### src/hdl/assert_macros.svh
// assertion macros used by the one-wire bus master rtl
`ifndef ASSERT_MACROS_SVH
`define ASSERT_MACROS_SVH

`ifndef SYNTH

// property checked on every rising edge, suppressed while reset is low
`define OWM_ASSERT(lbl, clk, rst_n, prop) \
    lbl: assert property (@(posedge clk) disable iff (!rst_n) prop) \
        else $error("one-wire master assertion failed");

// property checked on every rising edge, reset included
`define OWM_ASSERT_ALWAYS(lbl, clk, prop) \
    lbl: assert property (@(posedge clk) prop) \
        else $error("one-wire master assertion failed");

`else

`define OWM_ASSERT(lbl, clk, rst_n, prop)
`define OWM_ASSERT_ALWAYS(lbl, clk, prop)

`endif

`endif

### src/hdl/owm_pkg.sv
// types, constants and helpers of the one-wire bus master
package owm_pkg;

    localparam int COUNT_BITS    = 10;
    localparam int BITS_PER_BYTE = 8;
    localparam int BIT_IDX_W     = $clog2(BITS_PER_BYTE);
    localparam int CFG_DATA_W    = 10;
    localparam int CFG_IDX_W     = 3;

    typedef logic [COUNT_BITS-1:0] t_count;
    typedef logic [BIT_IDX_W-1:0]  t_bit_idx;
    typedef logic [BITS_PER_BYTE-1:0] t_byte;

    localparam t_count   COUNT_MAX       = t_count'((1 << COUNT_BITS) - 1);
    localparam t_count   WR_ONE_REC      = t_count'(58);
    localparam t_count   WR_ZERO_REC     = t_count'(2);
    localparam t_bit_idx LAST_BIT        = t_bit_idx'(BITS_PER_BYTE - 1);

    // commands carried with a tick
    typedef enum logic [1:0] {
        ACT_TICK  = 2'd0,
        ACT_RESET = 2'd1,
        ACT_WRITE = 2'd2,
        ACT_READ  = 2'd3
    } t_action;

    // configuration register indexes
    typedef enum logic [CFG_IDX_W-1:0] {
        REG_RESET_LOW    = 3'd0,
        REG_RESET_REC    = 3'd1,
        REG_PRES_TIMEOUT = 3'd2,
        REG_PRES_MAX_LOW = 3'd3,
        REG_ONE_LOW      = 3'd4,
        REG_ZERO_LOW     = 3'd5,
        REG_READ_LOW     = 3'd6,
        REG_READ_REC     = 3'd7
    } t_cfg_idx;

    typedef enum logic [9:0] {
        PH_IDLE      = 10'b00_0000_0001,
        PH_RST_LOW   = 10'b00_0000_0010,
        PH_RST_REC   = 10'b00_0000_0100,
        PH_PRES_WAIT = 10'b00_0000_1000,
        PH_PRES_LOW  = 10'b00_0001_0000,
        PH_WR_LOW    = 10'b00_0010_0000,
        PH_WR_REC    = 10'b00_0100_0000,
        PH_RD_LOW    = 10'b00_1000_0000,
        PH_RD_SAMPLE = 10'b01_0000_0000,
        PH_RD_REC    = 10'b10_0000_0000
    } t_phase;

    typedef struct packed {
        t_action action;
        t_byte   data_byte;
        logic    line_level;
    } t_in_item;

    typedef struct packed {
        logic  drive_low;
        logic  busy_res;
        logic  done_res;
        logic  presence_ok;
        t_byte read_data;
        logic  rejected;
    } t_out_item;

    // a zero length acts as one
    function automatic t_count eff_limit(input t_count v);
        eff_limit = (v == '0) ? t_count'(1) : v;
    endfunction

endpackage

### src/hdl/one_wire_bus_master.sv
// one-wire bus master: reset/presence, byte write and byte read sequencer
//
//  channel   direction   handshake                    payload
//  in        to block    i_in_valid / o_in_ready      i_in_data  (tick or command)
//  out       from block  o_out_valid / i_out_ready    o_out_data (one result per tick)
//  cfg       to block    i_cfg_we                     i_cfg_index, i_cfg_data
//
//  every transfer on the input makes exactly one result, held in the result register
//  one input transfer per clock while the result register is empty or drains; the phase
//  and tick counter update on the same input transfer that loads the result
//  a stalled result blocks only the next input transfer, not the current one
//  synchronous active-low reset: idle, line released, timing regs at defaults

module one_wire_bus_master (
    input  logic                                i_clk,
    input  logic                                i_rst_n,
    input  logic                                i_in_valid,
    output logic                                o_in_ready,
    input  owm_pkg::t_in_item                   i_in_data,
    output logic                                o_out_valid,
    input  logic                                i_out_ready,
    output owm_pkg::t_out_item                  o_out_data,
    input  logic                                i_cfg_we,
    input  logic [owm_pkg::CFG_IDX_W-1:0]       i_cfg_index,
    input  logic [owm_pkg::CFG_DATA_W-1:0]      i_cfg_data
);

`include "assert_macros.svh"

    // timing registers
    owm_pkg::t_count r_reset_low;
    logic [7:0]      r_reset_rec;
    logic [7:0]      r_pres_timeout;
    owm_pkg::t_count r_pres_max_low;
    logic [7:0]      r_one_low;
    logic [7:0]      r_zero_low;
    logic [7:0]      r_read_low;
    logic [7:0]      r_read_rec;

    // sequencer state
    owm_pkg::t_phase   r_phase, n_phase;
    owm_pkg::t_count   r_tick_count, n_tick_count;
    owm_pkg::t_bit_idx r_bit_index, n_bit_index;
    owm_pkg::t_byte    r_shift_byte, n_shift_byte;
    logic              r_line_drive, n_line_drive;
    logic              r_presence, n_presence;
    owm_pkg::t_byte    r_last_read, n_last_read;
    logic              n_done;
    logic              n_rejected;

    // result register
    logic               r_out_valid;
    owm_pkg::t_out_item r_out;

    logic              in_xfer;
    owm_pkg::t_count   tc_inc;
    owm_pkg::t_count   cnt_limit;
    logic              reached;
    owm_pkg::t_byte    sampled_byte;
    logic              pres_first_fail;

    // a new tick goes in whenever the result slot is free or draining
    assign o_in_ready  = !r_out_valid || i_out_ready;
    assign in_xfer     = i_in_valid && o_in_ready;
    assign o_out_valid = r_out_valid;
    assign o_out_data  = r_out;

    // configuration writes
    always_ff @(posedge i_clk) begin
        if (!i_rst_n) begin
            r_reset_low    <= owm_pkg::t_count'(750);
            r_reset_rec    <= 8'd15;
            r_pres_timeout <= 8'd100;
            r_pres_max_low <= owm_pkg::t_count'(240);
            r_one_low      <= 8'd8;
            r_zero_low     <= 8'd70;
            r_read_low     <= 8'd10;
            r_read_rec     <= 8'd45;
        end else if (i_cfg_we) begin
            case (owm_pkg::t_cfg_idx'(i_cfg_index))
                owm_pkg::REG_RESET_LOW:    r_reset_low    <= i_cfg_data;
                owm_pkg::REG_RESET_REC:    r_reset_rec    <= i_cfg_data[7:0];
                owm_pkg::REG_PRES_TIMEOUT: r_pres_timeout <= i_cfg_data[7:0];
                owm_pkg::REG_PRES_MAX_LOW: r_pres_max_low <= i_cfg_data;
                owm_pkg::REG_ONE_LOW:      r_one_low      <= i_cfg_data[7:0];
                owm_pkg::REG_ZERO_LOW:     r_zero_low     <= i_cfg_data[7:0];
                owm_pkg::REG_READ_LOW:     r_read_low     <= i_cfg_data[7:0];
                owm_pkg::REG_READ_REC:     r_read_rec     <= i_cfg_data[7:0];
                default: ;
            endcase
        end
    end

    // saturating tick counter, one step per tick
    assign tc_inc = (r_tick_count == owm_pkg::COUNT_MAX) ? r_tick_count
                                                         : r_tick_count + owm_pkg::t_count'(1);

    // limit compared against in the current phase
    always_comb begin
        case (r_phase)
            owm_pkg::PH_RST_LOW:   cnt_limit = r_reset_low;
            owm_pkg::PH_RST_REC:   cnt_limit = owm_pkg::t_count'(r_reset_rec);
            owm_pkg::PH_PRES_WAIT: cnt_limit = owm_pkg::t_count'(r_pres_timeout);
            owm_pkg::PH_PRES_LOW:  cnt_limit = r_pres_max_low;
            owm_pkg::PH_WR_LOW:    cnt_limit = r_shift_byte[0] ? owm_pkg::t_count'(r_one_low)
                                                               : owm_pkg::t_count'(r_zero_low);
            owm_pkg::PH_WR_REC:    cnt_limit = r_shift_byte[0] ? owm_pkg::WR_ONE_REC
                                                               : owm_pkg::WR_ZERO_REC;
            owm_pkg::PH_RD_LOW:    cnt_limit = owm_pkg::t_count'(r_read_low);
            owm_pkg::PH_RD_REC:    cnt_limit = owm_pkg::t_count'(r_read_rec);
            default:               cnt_limit = owm_pkg::t_count'(1);
        endcase
    end

    assign reached = tc_inc >= owm_pkg::eff_limit(cnt_limit);

    // the first low presence sample already counts as one low tick
    assign pres_first_fail = owm_pkg::t_count'(1) >= owm_pkg::eff_limit(r_pres_max_low);

    // read sample merged into the byte at the current bit position
    always_comb begin
        sampled_byte = r_shift_byte;
        sampled_byte[r_bit_index] = r_shift_byte[r_bit_index] | i_in_data.line_level;
    end

    // next state for one tick
    always_comb begin
        n_phase      = r_phase;
        n_tick_count = r_tick_count;
        n_bit_index  = r_bit_index;
        n_shift_byte = r_shift_byte;
        n_line_drive = r_line_drive;
        n_presence   = r_presence;
        n_last_read  = r_last_read;
        n_done       = 1'b0;
        n_rejected   = 1'b0;

        if (r_phase == owm_pkg::PH_IDLE) begin
            // a command only launches; the line goes low at the end of this tick
            if (i_in_data.action != owm_pkg::ACT_TICK) begin
                n_tick_count = '0;
                n_bit_index  = '0;
                n_line_drive = 1'b1;
                case (i_in_data.action)
                    owm_pkg::ACT_RESET: n_phase = owm_pkg::PH_RST_LOW;
                    owm_pkg::ACT_WRITE: begin
                        n_shift_byte = i_in_data.data_byte;
                        n_phase      = owm_pkg::PH_WR_LOW;
                    end
                    default: begin
                        n_shift_byte = '0;
                        n_phase      = owm_pkg::PH_RD_LOW;
                    end
                endcase
            end
        end else begin
            // command while busy is dropped but still serves as a tick
            n_rejected = (i_in_data.action != owm_pkg::ACT_TICK);
            case (r_phase)
                owm_pkg::PH_RST_LOW: begin
                    n_tick_count = tc_inc;
                    if (reached) begin
                        n_line_drive = 1'b0;
                        n_tick_count = '0;
                        n_phase      = (r_reset_rec == '0) ? owm_pkg::PH_PRES_WAIT
                                                           : owm_pkg::PH_RST_REC;
                    end
                end
                owm_pkg::PH_RST_REC: begin
                    n_tick_count = tc_inc;
                    if (reached) begin
                        n_tick_count = '0;
                        n_phase      = owm_pkg::PH_PRES_WAIT;
                    end
                end
                owm_pkg::PH_PRES_WAIT: begin
                    if (!i_in_data.line_level) begin
                        // presence pulse starts
                        n_tick_count = owm_pkg::t_count'(1);
                        n_phase      = owm_pkg::PH_PRES_LOW;
                        if (pres_first_fail) begin
                            n_presence = 1'b0;
                            n_phase    = owm_pkg::PH_IDLE;
                            n_done     = 1'b1;
                        end
                    end else begin
                        n_tick_count = tc_inc;
                        if (reached) begin
                            // no slave answered
                            n_presence = 1'b0;
                            n_phase    = owm_pkg::PH_IDLE;
                            n_done     = 1'b1;
                        end
                    end
                end
                owm_pkg::PH_PRES_LOW: begin
                    if (i_in_data.line_level) begin
                        n_presence = 1'b1;
                        n_phase    = owm_pkg::PH_IDLE;
                        n_done     = 1'b1;
                    end else begin
                        n_tick_count = tc_inc;
                        if (reached) begin
                            // bus stuck low
                            n_presence = 1'b0;
                            n_phase    = owm_pkg::PH_IDLE;
                            n_done     = 1'b1;
                        end
                    end
                end
                owm_pkg::PH_WR_LOW: begin
                    n_tick_count = tc_inc;
                    if (reached) begin
                        n_line_drive = 1'b0;
                        n_tick_count = '0;
                        n_phase      = owm_pkg::PH_WR_REC;
                    end
                end
                owm_pkg::PH_WR_REC: begin
                    n_tick_count = tc_inc;
                    if (reached) begin
                        n_shift_byte = r_shift_byte >> 1;
                        n_tick_count = '0;
                        if (r_bit_index == owm_pkg::LAST_BIT) begin
                            n_bit_index = '0;
                            n_phase     = owm_pkg::PH_IDLE;
                            n_done      = 1'b1;
                        end else begin
                            n_bit_index  = r_bit_index + owm_pkg::t_bit_idx'(1);
                            n_line_drive = 1'b1;
                            n_phase      = owm_pkg::PH_WR_LOW;
                        end
                    end
                end
                owm_pkg::PH_RD_LOW: begin
                    n_tick_count = tc_inc;
                    if (reached) begin
                        n_line_drive = 1'b0;
                        n_tick_count = '0;
                        n_phase      = owm_pkg::PH_RD_SAMPLE;
                    end
                end
                owm_pkg::PH_RD_SAMPLE, owm_pkg::PH_RD_REC: begin
                    logic bit_end;
                    bit_end = 1'b0;
                    if (r_phase == owm_pkg::PH_RD_SAMPLE) begin
                        n_shift_byte = sampled_byte;
                        n_tick_count = '0;
                        if (r_read_rec == '0) begin
                            bit_end = 1'b1;
                        end else begin
                            n_phase = owm_pkg::PH_RD_REC;
                        end
                    end else begin
                        n_tick_count = tc_inc;
                        bit_end      = reached;
                    end
                    if (bit_end) begin
                        if (r_bit_index == owm_pkg::LAST_BIT) begin
                            n_last_read = n_shift_byte;
                            n_bit_index = '0;
                            n_phase     = owm_pkg::PH_IDLE;
                            n_done      = 1'b1;
                        end else begin
                            // open the next read slot
                            n_bit_index  = r_bit_index + owm_pkg::t_bit_idx'(1);
                            n_line_drive = 1'b1;
                            n_tick_count = '0;
                            n_phase      = owm_pkg::PH_RD_LOW;
                        end
                    end
                end
                default: begin
                    n_phase      = owm_pkg::PH_IDLE;
                    n_line_drive = 1'b0;
                end
            endcase
        end
    end

    // state update on every input transfer
    always_ff @(posedge i_clk) begin
        if (!i_rst_n) begin
            r_phase      <= owm_pkg::PH_IDLE;
            r_tick_count <= '0;
            r_bit_index  <= '0;
            r_shift_byte <= '0;
            r_line_drive <= 1'b0;
            r_presence   <= 1'b0;
            r_last_read  <= '0;
        end else if (in_xfer) begin
            r_phase      <= n_phase;
            r_tick_count <= n_tick_count;
            r_bit_index  <= n_bit_index;
            r_shift_byte <= n_shift_byte;
            r_line_drive <= n_line_drive;
            r_presence   <= n_presence;
            r_last_read  <= n_last_read;
        end
    end

    // result register
    always_ff @(posedge i_clk) begin
        if (!i_rst_n) begin
            r_out_valid <= 1'b0;
        end else if (in_xfer) begin
            r_out_valid <= 1'b1;
        end else if (i_out_ready) begin
            r_out_valid <= 1'b0;
        end
    end

    always_ff @(posedge i_clk) begin
        if (in_xfer) begin
            r_out.drive_low   <= n_line_drive;
            r_out.busy_res    <= (n_phase != owm_pkg::PH_IDLE);
            r_out.done_res    <= n_done;
            r_out.presence_ok <= n_presence;
            r_out.read_data   <= n_last_read;
            r_out.rejected    <= n_rejected;
        end
    end

    // master never pulls the line while idle
    `OWM_ASSERT(a_drive_needs_busy, i_clk, i_rst_n, r_line_drive |-> (r_phase != owm_pkg::PH_IDLE))
    // bit position only advances inside a byte operation
    `OWM_ASSERT(a_bit_idx_idle, i_clk, i_rst_n, (r_bit_index != '0) |-> (r_phase != owm_pkg::PH_IDLE))
    // a finishing result never reports busy
    `OWM_ASSERT(a_done_not_busy, i_clk, i_rst_n, (r_out_valid && r_out.done_res) |-> !r_out.busy_res)
    // a launched command pulls the line low with a cleared counter
    `OWM_ASSERT(a_launch, i_clk, i_rst_n, (in_xfer && (r_phase == owm_pkg::PH_IDLE) && (i_in_data.action != owm_pkg::ACT_TICK)) |=> (r_line_drive && (r_tick_count == '0)))

endmodule
### config.mk
export PLATFORM = sky130hd
export DESIGN_NAME = one_wire_bus_master
export DESIGN_NICKNAME = d
export VERILOG_FILES = /design/src/hdl/owm_pkg.sv /design/src/hdl/one_wire_bus_master.sv
export VERILOG_INCLUDE_DIRS = /design/src /design/src/hdl
export SDC_FILE = /design/constraint.sdc
export NUM_CORES = 1
export LEC_CHECK = 0
export ABC_AREA = 1
export BUFFER_PORTS_ARGS = -buffer_cell sky130_fd_sc_hd__buf_4
export CORE_UTILIZATION = 40
export DETAILED_ROUTE_END_ITERATION = 8
export HOLD_SLACK_MARGIN = 0.1
export PLACE_DENSITY_LB_ADDON = 0.12
export SYNTH_ARGS = -nofsm -noshare
export SYNTH_HDL_FRONTEND = slang
export SYNTH_SLANG_ARGS = --single-unit
### constraint.sdc
create_clock -name i_clk -period 3.4 [get_ports i_clk]
set_input_delay 0.17 -clock i_clk [delete_from_list [all_inputs] [get_ports i_clk]]
set_output_delay 0.17 -clock i_clk [all_outputs]
set_load 0.03 [all_outputs]
==> impl_metrics.toml <==
[status]
status = "completed"

[power]
vdd_drop_max_mv = 0.3871
power_density_nw_per_um2 = 457.6
p_int_w = 0.002865
p_clk_share_pct = 42.3
leakagePower_nw = 4.293
p_seq_share_pct = 38.8
combPwrFrac_pct = 18.9
sw_frac_of_total_pct = 30.33
switching_power_w = 0.001248

[route]
post-route-drc-count = 0
vias_per_cell = 4.984
wl_per_cell_um = 14.90
dr.pass1.iters = 6
drt-total-wl_um = 21160
ant_nets = 0
vias = 7077
drt-initial-drc-count = 507

[final_layout]
drive_gt1_share_pct = 20.25
final_nets = 1232
design_area_um2 = 8987
fillers = 1664
final_core_util_pct = 53.62
syn_to_final_growth_pct = 29.07
num_antenna_cells = 0

[critical_path]
critPathRequiredTime_ns = 3.72
cp.arrival_ns = 3.54
r2r_start = "r_phase[2]$_SDFFE_PN0P_"
cp_max_fo = 8
critPathKind = "register to register"
rr_worst_depth = 27
r2r_setup_slack_ns = 0.18
start_kind = "register"
r2r_end = "r_shift_byte[7]$_SDFFE_PN0P_"
endpoint_kind = "register"

[flow_run]
cap_violations = 0

[clock_network]
root_buffer = "clkbuf_16"
htreeDepth = 4
clockBufferDepth = 2
cts.sinks = 123
insertion_delay_ns = 0.43
numCtsBuffers = 17
cts_tree = "done"
path_clk_slew_ns = 0.06

[sta]
hold_violations = 0
slew-limit-headroom_pct = 22.81
final_max_slew_viol_count = 0
skew_ns = 0.008556
layout_worst_path_cycle_share_pct = 94.60
rsz0062_at_grt = "true"
min_period_ns = 3.216
max_freq_mhz = 310.9
tightestPinTransition_ns = 1.157
setup_violations = 0

[placed_design]
gp_congestion = 0.8977
io_buffers = 43
dp_hpwl_um = 15050
placed_area_um2 = 7866

[logic_synthesis]
synth_area_leaders = "dfxtp_1 (32%), nand2_1 (15%), nor2_1 (9.3%), inv_1 (7.4%), o21ai_0 (7.0%)"
syn_area_um2 = 6963
yosysTopAreaCell = "dfxtp_1"
synthCells = 1062
ys_warn_count = 0
yosysTopAreaCellShare_pct = 31.63
yosysUniqueCellTypes = 46
post_synth.cell_area_avg_um2 = 6.556
ys_ff_latch = 123
syn_nets = 1107
synth.yosys.seq_area_share_pct = 37.23

[die]
fp.dieW_um = 133.9
std_cell_rows = 47
ios = 44
core_um2 = 16760
die_h_um = 133.9
dieArea_um2 = 17940
initial_core_util_pct = 41.55

[global_routing]
grt_pass1_vias = 6421
grt_max_degree = 82
antenna_found_initial = 0
grt_pass1_wl_um = 33950
grt-ovfl-total = 0
grt_usage_pct = 24.47

[worst_hold_path]
holdCritStartpoint = "i_in_data[1]"
hold_end = "r_shift_byte[0]$_SDFFE_PN0P_"
hold_depth = 7
hold_class = "input pin to register"
[flip-flops by register name (all words and copies together), names as in the netlist]
signal          cells
r_read_low          8
r_pres_timeout      8
o_out_valid         1
r_bit_index         3
r_phase            10
r_pres_max_low     10
r_one_low           8
o_out_data         13
r_reset_rec         8
r_reset_low        10
r_line_drive        1
r_last_read         8
r_shift_byte        8
r_tick_count       10
r_zero_low          8
r_presence          1
r_read_rec          8
[cells in the final DEF, fill, tap and decap left out, types with 5 or more instances in the layout]
cell type,n
nand2_1,260
nor2_1,162
inv_1,127
buf_4,112
dfxtp_1,100
o21ai_0,83
nand3_1,57
a21oi_1,50
clkbuf_16,17
ha_1,15
nand2_2,14
dlygate4sd3_1,14
nor2_2,13
edfxtp_1,13
o211ai_1,12
o21ai_1,12
nor2_4,11
nand4_1,11
inv_2,11
nand2_4,8
nor3_1,7
dfxtp_2,6
nand3_4,5
o21ai_2,5
o22ai_1,5
buf_6,5
[worst max path at each step]
stage / cells past startpoint / endpoint / slack, ns / from
finish: 27 / r_shift_byte[7]$_SDFFE_PN0P_ / 0.18 / r_phase[2]$_SDFFE_PN0P_
CTS: 27 / o_out_data[1]$_DFFE_PP_ / -0.006 / r_phase[7]$_SDFFE_PN0P_
global route: 28 / r_shift_byte[4]$_SDFFE_PN0P_ / -0.04 / r_phase[3]$_SDFFE_PN0P_
global placement: 26 / o_out_data[4]$_DFFE_PP_ / -0.11 / r_phase[6]$_SDFFE_PN0P_
floorplan: 25 / r_tick_count[1]$_SDFFE_PN0P_ / 0.40 / r_phase[2]$_SDFFE_PN0P_
detailed placement: 24 / o_out_data[6]$_DFFE_PP_ / -0.15 / r_phase[2]$_SDFFE_PN0P_
[cells in the mapped netlist, drive strengths merged]
| master | n |
|---|---|
| a211oi | 1 |
| a21boi | 1 |
| a21o | 1 |
| a21oi | 51 |
| a31oi | 1 |
| buf | 9 |
| clkbuf | 19 |
| clkinv | 4 |
| dfxtp | 110 |
| edfxtp | 13 |
| ha | 16 |
| inv | 141 |
| mux2i | 4 |
| nand2 | 283 |
| nand3 | 64 |
| nand3b | 1 |
| nand4 | 11 |
| nor2 | 187 |
| nor3 | 9 |
| nor3b | 1 |
| nor4 | 2 |
| o2111ai | 1 |
| o211ai | 12 |
| o21a | 3 |
| o21ai | 102 |
| o21bai | 3 |
| o22ai | 6 |
| o31ai | 1 |
| xnor2 | 1 |
| xor2 | 4 |
[critical path, stage by stage (launching register included)]
cell and delay (ns):
dfxtp_1 0.33, buf_4 0.15, nor2_2 0.14, nand3_1 0.15, nor2_4 0.15, inv_1 0.13
nand2_2 0.12, nor2_2 0.05, nand2_1 0.07, nand3_2 0.08, nor2_1 0.12, nand4_1 0.09
nand2_1 0.08, ha_1 0.22, inv_1 0.05, nand2_1 0.04, nand2_1 0.06, nand2_1 0.05
nand3_1 0.07, nand3_2 0.13, buf_6 0.17, nor2_4 0.14, nor3_4 0.06, buf_4 0.15
o21ai_4 0.12, nand2_1 0.08, nand2_1 0.07, nor2_1 0.05
[power by group through the flow]
stage               Clock [W]  Sequential [W]  Combinational [W]
finish                0.00174         0.00159           0.000778
global route          0.00183         0.00160           0.000859
CTS                   0.00176         0.00159           0.000690
detailed placement          0         0.00162           0.000669
global placement            0         0.00162           0.000666
floorplan                   0         0.00164           0.000409
[timing repair]
item / CTS / global route
endpoints found under the setup margin: 34 / 51
resized for setup: 17 / 80
buffers inserted: 1 / 19
gates cloned: 0 / 1
pin swaps: 1 / 26
hold endpoints to repair: 57 / 0
hold buffers: 14 / 0
[layer usage]
| metal | wire, um | vias up | global-route usage, % |
|---|---|---|---|
| met5 | 0 | - | 0 |
| met4 | 364 | 0 | 8.081 |
| met3 | 817 | 27 | 4.422 |
| met2 | 9426 | 161 | 37.62 |
| met1 | 10550 | 3232 | 34.39 |
| li1 | - | 3657 | - |
[cells by family (layout without fill, tap and decap cells)]
group	count (synthesis)	in the layout	share of synthesized area, %
DFF	123	123	37.23
AOI/OAI and AO/OA	183	184	14.34
adders and majority gates	16	16	2.875
muxes	4	4	0.5750
and+or+nand+nor	558	558	34.59
xor gates and xnor gates	5	5	0.6289
buffers and inverters	173	310	9.757
[cell type report]
class                      instances  area (um^2)  share of cell area [%]
sequential                       123         2615                   29.10
inverter                         145        554.3                   6.167
clock buffer                      19        442.9                   4.928
multi-input combinational        767         3908                   43.48
tap                              220        275.3                   3.063
clock inverter                    13        115.1                   1.281
timing repair buffer             133         1077                   11.99
[through the flow]
| step | hold WS (ns) | TNS [ns] | power, W | worst slack, ns | std cells |
|---|---|---|---|---|---|
| after floorplan | 0.2961 | 0 | 0.002049 | 0.3975 | 1062 |
| after global placement | 0.3998 | -1.507 | 0.002289 | -0.1149 | 1354 |
| after detailed placement | 0.3981 | -2.239 | 0.002292 | -0.1529 | 1354 |
| after CTS | 0.1447 | -0.006134 | 0.004042 | -0.006134 | 1401 |
| after global routing | 0.1881 | -0.1915 | 0.004291 | -0.03900 | 1420 |
| final | 0.1505 | 0 | 0.004113 | 0.1835 | 1420 |
Power figures use the tool's default switching activity.
